`src/rtl/pmq_pkg.sv`:
```
// ----------------------------------------------------------------------------
// pmq_pkg
// Types, codes and constants shared by the priority message queue modules.
// ----------------------------------------------------------------------------
package pmq_pkg;

  localparam int PMQ_DEPTH_DEFAULT = 16;

  localparam logic OP_SEND = 1'b0;
  localparam logic OP_RECV = 1'b1;

  localparam logic ST_OK      = 1'b0;
  localparam logic ST_REFUSED = 1'b1;

  localparam int CFG_IDX_W  = 1;
  localparam int CFG_DATA_W = 5;
  localparam logic [CFG_IDX_W-1:0] CFG_HIGH_MARK = 1'b0;
  localparam logic [CFG_IDX_W-1:0] CFG_LOW_MARK  = 1'b1;

  localparam logic [4:0] HIGH_MARK_RST = 5'd16;
  localparam logic [3:0] LOW_MARK_RST  = 4'd0;

  typedef struct packed {
    logic        operation;
    logic [7:0]  msg_priority;
    logic [63:0] payload;
    logic [7:0]  msg_len;
  } pmq_in_t;

  typedef struct packed {
    logic        status;
    logic [7:0]  out_priority;
    logic [63:0] out_payload;
    logic [7:0]  out_length;
    logic        full_flag;
    logic [4:0]  entry_count;
    logic [11:0] bytes_held;
  } pmq_out_t;

  typedef struct packed {
    logic [7:0]  priority_val;
    logic [63:0] payload;
    logic [7:0]  length;
  } pmq_entry_t;

  typedef enum logic [2:0] {
    PMQ_IDLE,
    PMQ_DISPATCH,
    PMQ_SCAN,
    PMQ_PICK,
    PMQ_SHIFT,
    PMQ_DONE
  } pmq_state_t;

  typedef struct packed {
    logic load;
    logic send_commit;
    logic refuse;
    logic ptr_clr;
    logic scan_rd;
    logic ptr_best;
    logic shift_rd;
    logic recv_commit;
  } pmq_cmd_t;

  typedef struct packed {
    logic is_recv;
    logic send_ok;
    logic empty;
    logic scan_last;
    logic shift_more;
  } pmq_status_t;

endpackage

```
`src/rtl/priority_message_queue.sv`:
```
// ----------------------------------------------------------------------------
// priority_message_queue
// Bounded priority message queue with high/low watermark flow control.
// ----------------------------------------------------------------------------
// A transaction is taken when start is high and busy is low; exactly one
// result follows on out_item, marked by a one-cycle out_strobe that cannot be
// held off. A send, and any refused transaction, is settled in the dispatch
// state and then strobed from the result register. A receive strobes only
// after the store is scanned and compacted: the single read port of the
// message store is stepped once per cycle, first over every held entry to
// find the highest priority, then over the entries behind the removed one to
// close the gap. Configuration writes take effect at once and should only be
// issued while busy is low and no result is pending.
module priority_message_queue #(
  parameter int QUEUE_DEPTH = pmq_pkg::PMQ_DEPTH_DEFAULT
) (
  input  logic                           clk,
  input  logic                           rst_n,
  input  logic                           start,
  output logic                           busy,
  input  pmq_pkg::pmq_in_t               in_item,
  output logic                           out_strobe,
  output pmq_pkg::pmq_out_t              out_item,
  input  logic                           cfg_we,
  input  logic [pmq_pkg::CFG_IDX_W-1:0]  cfg_index,
  input  logic [pmq_pkg::CFG_DATA_W-1:0] cfg_wdata
);
  import pmq_pkg::*;

  pmq_cmd_t    cmd;
  pmq_status_t st;

  pmq_ctrl u_ctrl (
    .clk  (clk),
    .rst_n(rst_n),
    .start(start),
    .busy (busy),
    .st   (st),
    .cmd  (cmd)
  );

  pmq_dp #(
    .QUEUE_DEPTH(QUEUE_DEPTH)
  ) u_dp (
    .clk       (clk),
    .rst_n     (rst_n),
    .in_item   (in_item),
    .cfg_we    (cfg_we),
    .cfg_index (cfg_index),
    .cfg_wdata (cfg_wdata),
    .cmd       (cmd),
    .st        (st),
    .out_strobe(out_strobe),
    .out_item  (out_item)
  );

endmodule

```
`src/rtl/pmq_ram.sv`:
```
// ----------------------------------------------------------------------------
// pmq_ram
// Generic single-write, single-read RAM with registered read data.
// ----------------------------------------------------------------------------
module pmq_ram #(
  parameter int WIDTH = 8,
  parameter int DEPTH = 16
) (
  input  logic                     clk,
  input  logic                     we,
  input  logic [$clog2(DEPTH)-1:0] waddr,
  input  logic [WIDTH-1:0]         wdata,
  input  logic                     re,
  input  logic [$clog2(DEPTH)-1:0] raddr,
  output logic [WIDTH-1:0]         rdata
);

  logic [WIDTH-1:0] mem_r [DEPTH];
  logic [WIDTH-1:0] rdata_r;

  always_ff @(posedge clk) begin
    if (we) begin
      mem_r[waddr] <= wdata;
    end
    if (re) begin
      rdata_r <= mem_r[raddr];
    end
  end

  assign rdata = rdata_r;

endmodule

```
`src/rtl/pmq_ctrl.sv`:
```
// ----------------------------------------------------------------------------
// pmq_ctrl
// Sequencer: accepts a transaction, dispatches send or receive, steps the
// priority scan and the compaction of the queue after a removal.
// ----------------------------------------------------------------------------
module pmq_ctrl (
  input  logic                 clk,
  input  logic                 rst_n,
  input  logic                 start,
  output logic                 busy,
  input  pmq_pkg::pmq_status_t st,
  output pmq_pkg::pmq_cmd_t    cmd
);
  import pmq_pkg::*;

  pmq_state_t state_r, state_nxt;

  always_ff @(posedge clk) begin
    if (!rst_n) begin
      state_r <= PMQ_IDLE;
    end else begin
      state_r <= state_nxt;
    end
  end

  always_comb begin
    cmd       = '0;
    state_nxt = state_r;
    busy      = (state_r != PMQ_IDLE);
    unique case (state_r)
      PMQ_IDLE: begin
        if (start) begin
          cmd.load  = 1'b1;
          state_nxt = PMQ_DISPATCH;
        end
      end
      PMQ_DISPATCH: begin
        if (st.is_recv) begin
          if (st.empty) begin
            cmd.refuse = 1'b1;
            state_nxt  = PMQ_IDLE;
          end else begin
            cmd.ptr_clr = 1'b1;
            state_nxt   = PMQ_SCAN;
          end
        end else begin
          if (st.send_ok) begin
            cmd.send_commit = 1'b1;
          end else begin
            cmd.refuse = 1'b1;
          end
          state_nxt = PMQ_IDLE;
        end
      end
      PMQ_SCAN: begin
        cmd.scan_rd = 1'b1;
        if (st.scan_last) begin
          state_nxt = PMQ_PICK;
        end
      end
      PMQ_PICK: begin
        cmd.ptr_best = 1'b1;
        state_nxt    = PMQ_SHIFT;
      end
      PMQ_SHIFT: begin
        if (st.shift_more) begin
          cmd.shift_rd = 1'b1;
        end else begin
          state_nxt = PMQ_DONE;
        end
      end
      PMQ_DONE: begin
        cmd.recv_commit = 1'b1;
        state_nxt       = PMQ_IDLE;
      end
      default: begin
        state_nxt = PMQ_IDLE;
      end
    endcase
  end

endmodule

```
`src/rtl/pmq_dp.sv`:
```
// ----------------------------------------------------------------------------
// pmq_dp
// Datapath: message store, occupancy and byte counters, watermark flag,
// scan pointer, best-entry compare and result register.
// ----------------------------------------------------------------------------
module pmq_dp #(
  parameter int QUEUE_DEPTH = pmq_pkg::PMQ_DEPTH_DEFAULT
) (
  input  logic                                 clk,
  input  logic                                 rst_n,
  input  pmq_pkg::pmq_in_t                     in_item,
  input  logic                                 cfg_we,
  input  logic [pmq_pkg::CFG_IDX_W-1:0]        cfg_index,
  input  logic [pmq_pkg::CFG_DATA_W-1:0]       cfg_wdata,
  input  pmq_pkg::pmq_cmd_t                    cmd,
  output pmq_pkg::pmq_status_t                 st,
  output logic                                 out_strobe,
  output pmq_pkg::pmq_out_t                    out_item
);
  import pmq_pkg::*;

  localparam int IW = $clog2(QUEUE_DEPTH);
  localparam int CW = $clog2(QUEUE_DEPTH + 1);
  localparam int EW = $bits(pmq_entry_t);

  pmq_in_t        in_r;
  logic [4:0]     high_mark_r;
  logic [3:0]     low_mark_r;
  logic [CW-1:0]  count_r, count_nxt;
  logic [11:0]    bytes_r, bytes_nxt;
  logic           blocked_r, blocked_nxt;
  logic [IW-1:0]  ptr_r;
  logic [IW-1:0]  tag_r;
  logic           scan_v_r;
  logic           shift_v_r;
  pmq_entry_t     best_r, best_nxt;
  logic [IW-1:0]  best_idx_r, best_idx_nxt;
  logic           out_strobe_r;
  pmq_out_t       out_r, out_nxt;

  logic           ram_we;
  logic [IW-1:0]  ram_waddr;
  logic [EW-1:0]  ram_wdata;
  logic           ram_re;
  logic [IW-1:0]  ram_raddr;
  logic [EW-1:0]  ram_rdata;
  pmq_entry_t     rd_entry;
  pmq_entry_t     new_entry;

  pmq_ram #(
    .WIDTH(EW),
    .DEPTH(QUEUE_DEPTH)
  ) u_store (
    .clk  (clk),
    .we   (ram_we),
    .waddr(ram_waddr),
    .wdata(ram_wdata),
    .re   (ram_re),
    .raddr(ram_raddr),
    .rdata(ram_rdata)
  );

  assign rd_entry               = pmq_entry_t'(ram_rdata);
  assign new_entry.priority_val = in_r.msg_priority;
  assign new_entry.payload      = in_r.payload;
  assign new_entry.length       = in_r.msg_len;

  assign ram_re    = cmd.scan_rd | cmd.shift_rd;
  assign ram_raddr = cmd.scan_rd ? ptr_r : ptr_r + IW'(1);
  assign ram_we    = cmd.send_commit | shift_v_r;
  assign ram_waddr = cmd.send_commit ? count_r[IW-1:0] : tag_r;
  assign ram_wdata = cmd.send_commit ? EW'(new_entry) : ram_rdata;

  assign st.is_recv    = (in_r.operation == OP_RECV);
  assign st.send_ok    = (count_r < CW'(QUEUE_DEPTH)) && !blocked_r;
  assign st.empty      = (count_r == '0);
  assign st.scan_last  = (CW'(ptr_r) == count_r - CW'(1));
  assign st.shift_more = ((CW'(ptr_r) + CW'(1)) < count_r);

  always_ff @(posedge clk) begin
    if (!rst_n) begin
      high_mark_r <= HIGH_MARK_RST;
      low_mark_r  <= LOW_MARK_RST;
    end else if (cfg_we) begin
      unique case (cfg_index)
        CFG_HIGH_MARK: high_mark_r <= cfg_wdata;
        CFG_LOW_MARK:  low_mark_r  <= cfg_wdata[3:0];
        default: ;
      endcase
    end
  end

  // scan compare: first read seeds the best entry, later only strictly higher wins
  always_comb begin
    best_nxt     = best_r;
    best_idx_nxt = best_idx_r;
    if (scan_v_r && ((tag_r == '0) || (rd_entry.priority_val > best_r.priority_val))) begin
      best_nxt     = rd_entry;
      best_idx_nxt = tag_r;
    end
  end

  always_comb begin
    count_nxt   = count_r;
    bytes_nxt   = bytes_r;
    blocked_nxt = blocked_r;
    if (cmd.send_commit) begin
      count_nxt = count_r + CW'(1);
      bytes_nxt = bytes_r + 12'(in_r.msg_len);
      if (32'(count_nxt) == 32'(high_mark_r)) begin
        blocked_nxt = 1'b1;
      end
    end else if (cmd.recv_commit) begin
      count_nxt = count_r - CW'(1);
      bytes_nxt = bytes_r - 12'(best_r.length);
      if (32'(count_nxt) == 32'(low_mark_r)) begin
        blocked_nxt = 1'b0;
      end
    end
  end

  always_comb begin
    out_nxt              = '0;
    out_nxt.status       = cmd.refuse ? ST_REFUSED : ST_OK;
    out_nxt.full_flag    = blocked_nxt;
    out_nxt.entry_count  = 5'(count_nxt);
    out_nxt.bytes_held   = bytes_nxt;
    if (cmd.recv_commit) begin
      out_nxt.out_priority = best_r.priority_val;
      out_nxt.out_payload  = best_r.payload;
      out_nxt.out_length   = best_r.length;
    end
  end

  always_ff @(posedge clk) begin
    if (!rst_n) begin
      count_r      <= '0;
      bytes_r      <= '0;
      blocked_r    <= 1'b0;
      scan_v_r     <= 1'b0;
      shift_v_r    <= 1'b0;
      out_strobe_r <= 1'b0;
    end else begin
      count_r      <= count_nxt;
      bytes_r      <= bytes_nxt;
      blocked_r    <= blocked_nxt;
      scan_v_r     <= cmd.scan_rd;
      shift_v_r    <= cmd.shift_rd;
      out_strobe_r <= cmd.send_commit | cmd.refuse | cmd.recv_commit;
    end
  end

  always_ff @(posedge clk) begin
    if (cmd.load) begin
      in_r <= in_item;
    end
    if (cmd.ptr_clr) begin
      ptr_r <= '0;
    end else if (cmd.ptr_best) begin
      ptr_r <= best_idx_nxt;
    end else if (cmd.scan_rd || cmd.shift_rd) begin
      ptr_r <= ptr_r + IW'(1);
    end
    tag_r      <= ptr_r;
    best_r     <= best_nxt;
    best_idx_r <= best_idx_nxt;
    out_r      <= out_nxt;
  end

  assign out_strobe = out_strobe_r;
  assign out_item   = out_r;

  a_count_bound: assert property (@(posedge clk) disable iff (!rst_n)
    count_r <= CW'(QUEUE_DEPTH))
    else $error("entry count above queue depth");

  a_send_legal: assert property (@(posedge clk) disable iff (!rst_n)
    cmd.send_commit |-> (count_r < CW'(QUEUE_DEPTH)) && !blocked_r)
    else $error("send committed while full or blocked");

  a_recv_dec: assert property (@(posedge clk) disable iff (!rst_n)
    cmd.recv_commit |=> count_r == $past(count_r) - CW'(1))
    else $error("receive did not remove exactly one entry");

  a_shift_range: assert property (@(posedge clk) disable iff (!rst_n)
    shift_v_r |-> (CW'(tag_r) + CW'(1)) < count_r)
    else $error("compaction write outside held entries");

endmodule
```
`config.mk`:
```
export PLATFORM = sky130hd
export DESIGN_NAME = priority_message_queue
export DESIGN_NICKNAME = d
export VERILOG_FILES = /design/src/rtl/pmq_pkg.sv /design/src/rtl/priority_message_queue.sv /design/src/rtl/pmq_ram.sv /design/src/rtl/pmq_ctrl.sv /design/src/rtl/pmq_dp.sv
export SDC_FILE = /design/constraint.sdc
export NUM_CORES = 2
export LEC_CHECK = 0
export ABC_AREA = 1
export BUFFER_PORTS_ARGS = -buffer_cell sky130_fd_sc_hd__buf_2
export CORE_MARGIN = 3
export CORE_UTILIZATION = 40
export CTS_BUF_LIST = sky130_fd_sc_hd__clkbuf_8
export CTS_CLUSTER_DIAMETER = 100
export DETAILED_ROUTE_END_ITERATION = 16
export SLEW_MARGIN = 20
export SYNTH_ARGS = -nofsm -noshare
export SYNTH_HDL_FRONTEND = slang
export SYNTH_SLANG_ARGS = --single-unit
export TNS_END_PERCENT = 5
```
`constraint.sdc`:
```
create_clock -name clk -period 15.7 [get_ports clk]
set_input_delay 1.57 -clock clk [delete_from_list [all_inputs] [get_ports clk]]
set_output_delay 1.57 -clock clk [all_outputs]
set_load 0.02 [all_outputs]
```
; Word-level counts from Yosys, hierarchy flattened
; Memories as Yosys holds them, arrays and structs flattened. A register that Yosys moved wholly into a read port is not among the register bits.
; Index checks and enable logic that the tools add are counted.
[totals]
elab_cells = 103
mem_count = 1
reg_bits = 305
ramBits = 1280
in_bits = 91
[classes]
n_addsub = 6
muxes = 38
reduce_logical = 13
magnitude_cmp = 3
bitwise_logic = 5
n_eq_ne = 11
[mem_list]
columns = memory, words, width, read_ports, rd_ports_with_merged_regs, write_ports, line
row1 = u_dp.u_store.mem_r, 16, 80, 1, 1, 1, pmq_ram.sv:18  ; logic [WIDTH-1:0] mem_r [DEPTH];
[op_table]
columns = op, count
row1 = $mux 80, 1
row2 = $mux 12, 2
row3 = $mux 1, 21
row4 = $mux 4, 5
row5 = $pmux 3 s5, 1
row6 = $add 12x8->12, 1
row7 = $mux 3, 4
row8 = $sub 12x8->12, 1
row9 = $mux 5, 2
row10 = $gt 8x8->1, 1
row11 = $eq 3x2->1 const B, 2
row12 = $eq 3x3->1 const B, 2
row13 = $ne 2x2->1 const B, 3
row14 = $add 4x1->5 const B, 1
row15 = $add 5x1->5 const B, 1
row16 = $eq 4x5->1, 1
row17 = $eq 5x4->1, 1
row18 = $eq 5x5->1, 1
row19 = $logic_not 5->1, 1
row20 = $lt 5x5->1, 1
row21 = $lt 5x5->1 const B, 1
row22 = $sub 5x1->5 const B, 1
row23 = $add 4x1->4 const B, 1
row24 = $logic_not 4->1, 1
row25 = 12 further kinds, 19

; Longest topological paths before layout
[depth]
word_depth = 8
ltp_mapped = 17
mapped_depth_nobuf = 17

; By module
; Synthesis repeated with hierarchy kept, for this count alone.
[hier_totals]
hier_cells = 6434
area_unflattened_um2 = 68759.7
[modules_own_cells]
columns = module, cells_each, seq_area_each_um2, area_per_inst_um2, n_inst
row1 = pmq_ram, 5255, 40839.2, 57028.4, 1
row2 = pmq_dp, 1144, 7657.3, 11527.3, 1
row3 = pmq_ctrl, 35, 60.1, 203.9, 1

; Worst setup path after synthesis
; Ideal clock, no wire load.
[synth_timing]
kind = input -> register
from = in start
to = reg u_dp.in_r[0] (netlist name), enable pin
cell_stages = 2
arrival_ps = 4960
n_path_buf = 0
slack_ps = 10219
cell_sequence = inv_1 > nor2_1
[synth_rtl]
columns = item, line
row1 = start: declaration, priority_message_queue.sv:19  ; input logic start,
row2 = end signal: assignment, pmq_dp.sv:155  ; in_r <= in_item;
row3 = end: declaration, pmq_dp.sv:26  ; pmq_in_t in_r;

; Final worst setup path
[layout_timing]
from = reg u_ctrl.state_r[0]
to = reg u_dp.u_store.rdata_r[63], in the netlist u_dp.u_store.rdata[63], read port of u_dp.u_store.mem_r, data pin
[layout_via]
elab_chain_cells = 3
word_cells_on_any_way = 6
classes_between = 2 x eq/ne / 3 x mux / 1 x bitwise
[layout_lines]
columns = item, line
row1 = start: declaration, pmq_ctrl.sv:16  ; pmq_state_t state_r, state_nxt;
row2 = start signal: assignment, pmq_ctrl.sv:22  ; state_r <= state_nxt;
row3 = $eq 3x2->1 or $eq 3x3->1 (tied branches), pmq_ctrl.sv:30  ; unique case (state_r)
row4 = $mux 1, pmq_ctrl.sv:30
row5 = $mux 4 or $or 1x1->1 (tied branches), "pmq_dp.sv:69, pmq_dp.sv:68"
row6 = end: declaration, pmq_ram.sv:19  ; logic [WIDTH-1:0] rdata_r;
; Parallel ways exist; a longest one is shown, timed or not.
; A chain may end at the register's enable or synchronous reset.

==> results.yml <==
sta:
  period_share: 0.331
  tns_ps: 0
  hold_viol_final: 0
  worst_slack_ps: 10510
  rsz0062_at_grt: "false"
  slew_viol_final: 0
  max_freq_mhz: 193
  tightestPinTransition_ps: 1330
  skew_ps: 110
  setup_violations: 0
  max_slew_margin: 0.113
  period_minus_slack_ps: 5190
logic_synthesis:
  ys_ff_latch: 1665
  yosysTopAreaCell: "edfxtp_1"
  synthCells: 5064
  yosysMostFrequentCell: "edfxtp_1"
  ys_warn_count: 0
  synth_edf_count: 1521
  synth_fa_ha_area_frac: 0.00695
  ys_types: 38
  synth_fp_nets: 5190
  syn_area_per_cell_um2: 12.9
  yosys-top-cells-count: "edfxtp_1, a21oi_1, nand2_1"
  synth_mux_area_frac: 0
  synth_top_area_frac: 0.700
  synth_top_family_by_area: "compound AO/OA/AOI/OAI gates"
  yosys.area_share.simple: 0.0572
  synth_compound_area_frac: 0.139
  yosysSeqAreaShare: 0.745
  synth_area_um2: 65200
  async_flop_share: 0
  synthTopCellsByArea: "edfxtp_1, a21oi_1, dfxtp_1, o21ai_0, o211ai_1"
  synth_xor_area_frac: 0.00255
  yosys_most_used_dff: "edfxtp_1"
worst_setup_path:
  worstPathMaxFanout: 157
  path_cells: "inv_2, nand3_2, inv_2, nand2_8, nand2_8, buf_4, buf_4, a21oi_1, o21ai_0, o211ai_1, nand3_1, nand2_1"
  critPathArrivalTime_ps: 5860
  rrSetupSlack_ps: 10510
  cp-end-kind: "flop"
  critPathBufInv: 4
  crit-reg2reg-launch: "u_ctrl.state_r[0]"
  r2r-end: "u_dp.u_store.rdata[63]"
  required_ps: 16360
  cp_slowest_cell: "buf_4"
  slowest_delay_ps: 870
  crit_family: "buffers and inverters"
  worstSetupStartpointType: "flop"
  reg2reg_depth: 12
  critPathKind: "flop to flop"
cts:
  cts_buffer_depth: 4
  cts_setup_buffers: 0
  cts_buffers: 296
  clock_sinks: 1665
  htree_levels: 5
  post_cts_resized: 0
  hold_buffers: 0
  cts_tree: "built"
  insertion_delay_ps: 1020
  path_clk_slew_ps: 60
  cts-root-buf: "clkbuf_8"
grt:
  grt_max_degree: 218
  overflow: 0
  grt_pass1_wl_um: 256000
  first_global_vias: 40200
  antenna_found_initial: 6
  grt_use_total: 0.200
detailed_routing:
  wl_um: 171000
  antenna_left: 0
  drtIter0Drc: 3759
  dr.pass1.iters: 6
  drc: 0
  wl_per_cell_um: 22.3
  num_vias: 40900
  via_per_inst: 5.35
placement:
  hpwlAfterDp_um: 87600
  dpl_worst_slack_ps: 10470
  numPortBuffers: 191
  place.gp.congestion: 0.781
cells_and_area:
  fillers: 14600
  area_growth_pct: 12.7
  finalNetCount: 5413
  post_route_cells_drive_above_1_share: 0.119
floorplanning:
  dieArea_um2: 168000
  die_w_um: 410
  io_pins: 192
  core-area_um2: 161000
  num_rows: 147
  die-height_um: 410
  start_util: 0.404
pwr:
  power_frac_seq: 0.406
  p_clk_frac: 0.287
  p_leak_nw: 26.3
  power_density_nw_per_um2: 174
  power.total_w: 0.0128
  intPower_w: 0.00821
  switching_power_w: 0.00457
  power_frac_comb: 0.306
  p_sw_frac: 0.358
  ir_worst_vdd_v: 0.000231
outcome:
  status: "finished clean"
hold_path:
  hold_end: "u_dp.best_r[71]"
  hold_path_class: "flop to flop"
  holdPathStages: 0
  min-delay-start: "u_dp.u_store.rdata[71]"
job:
  drv_cap: 0
## cell usage in the layout (no fill, tap or decap), drive strengths merged, types with 8 or more instances in the layout
cell type | netlist | final
edfxtp | 1521 | 1521
a21oi | 675 | 675
o21ai | 632 | 632
inv | 458 | 549
nand2 | 540 | 540
o211ai | 324 | 324
clkbuf | 188 | 313
buf | 148 | 261
nand3 | 197 | 197
dfxtp | 144 | 144
nor2 | 140 | 140
clkinv | 1 | 81
ha | 33 | 33
xor2 | 14 | 14
nand4 | 8 | 8
## power by group through the flow
stage	Sequential, W	Clock, W	Combinational [W]
after floorplan	0.00528	0	0.00275
after global placement	0.00528	0	0.00385
after detailed placement	0.00528	0	0.00390
after CTS	0.00519	0.00377	0.00391
after global routing	0.00520	0.00398	0.00436
final	0.00519	0.00367	0.00392
## metal layers
layer	track usage	up-vias	wire, µm
met4	0.0653	2	4350
met5	0	-	13
met2	0.327	1465	81600
met1	0.274	20200	74100
li1	-	18900	-
met3	0.0302	325	10500
## flip-flops by register name, indices dropped and copies added (netlist names), 5 cells and up
signal / flops
u_dp.u_store.rdata: 80
u_dp.bytes_r: 12
u_dp.u_store.mem_r: 1280
u_dp.best_r: 80
u_dp.out_item: 99
u_dp.high_mark_r: 5
u_dp.count_r: 5
u_dp.in_r: 80
## worst max path at each step
stage / startpoint / end / cells after the start
2_1_floorplan: start / u_dp.in_r[0] / 2
4_1_cts: u_ctrl.state_r[0] / u_dp.u_store.rdata[6] / 12
3_5_place_dp: u_ctrl.state_r[0] / u_dp.u_store.rdata[6] / 12
3_3_place_gp: u_ctrl.state_r[0] / u_dp.u_store.rdata[6] / 12
6_report: u_ctrl.state_r[0] / u_dp.u_store.rdata[63] / 12
5_1_grt: u_ctrl.state_r[1] / u_dp.u_store.rdata[24] / 11
## per-stage QoR
step                      hold slack [ps]  utilization  cells  instance area [µm²]
after floorplan                       395            -   5064                65200
after global placement                428        0.422   7145                68100
after detailed placement              424        0.423   7148                68200
after CTS                             412        0.455   7646                73500
after global routing                  428        0.456   7649                73500
final                                 418        0.456   7649                73500
## area by class of cell
type	instances	area, µm²	share of cell area
flip-flops and latches	1665	48600	0.661
multi-input cells	2604	13600	0.185
clock buffers	313	4310	0.0586
well taps	2160	2700	0.0368
inverters	459	1740	0.0237
repair buffers	261	1600	0.0218
clock inverters	185	946	0.0129
diodes	2	5.00	0.0000681
## kinds of logic (layout without fill, tap and decap cells)
group | after synthesis | count (layout)
xor gates and xnor gates | 19 | 19
AOI/OAI and AO/OA | 1644 | 1644
adders and majority gates | 35 | 35
buffers and inverters | 795 | 1218
DFF | 1665 | 1665
other | 0 | 2
and+or+nand+nor | 906 | 906
No activity file was read; power rests on OpenSTA's default activity.
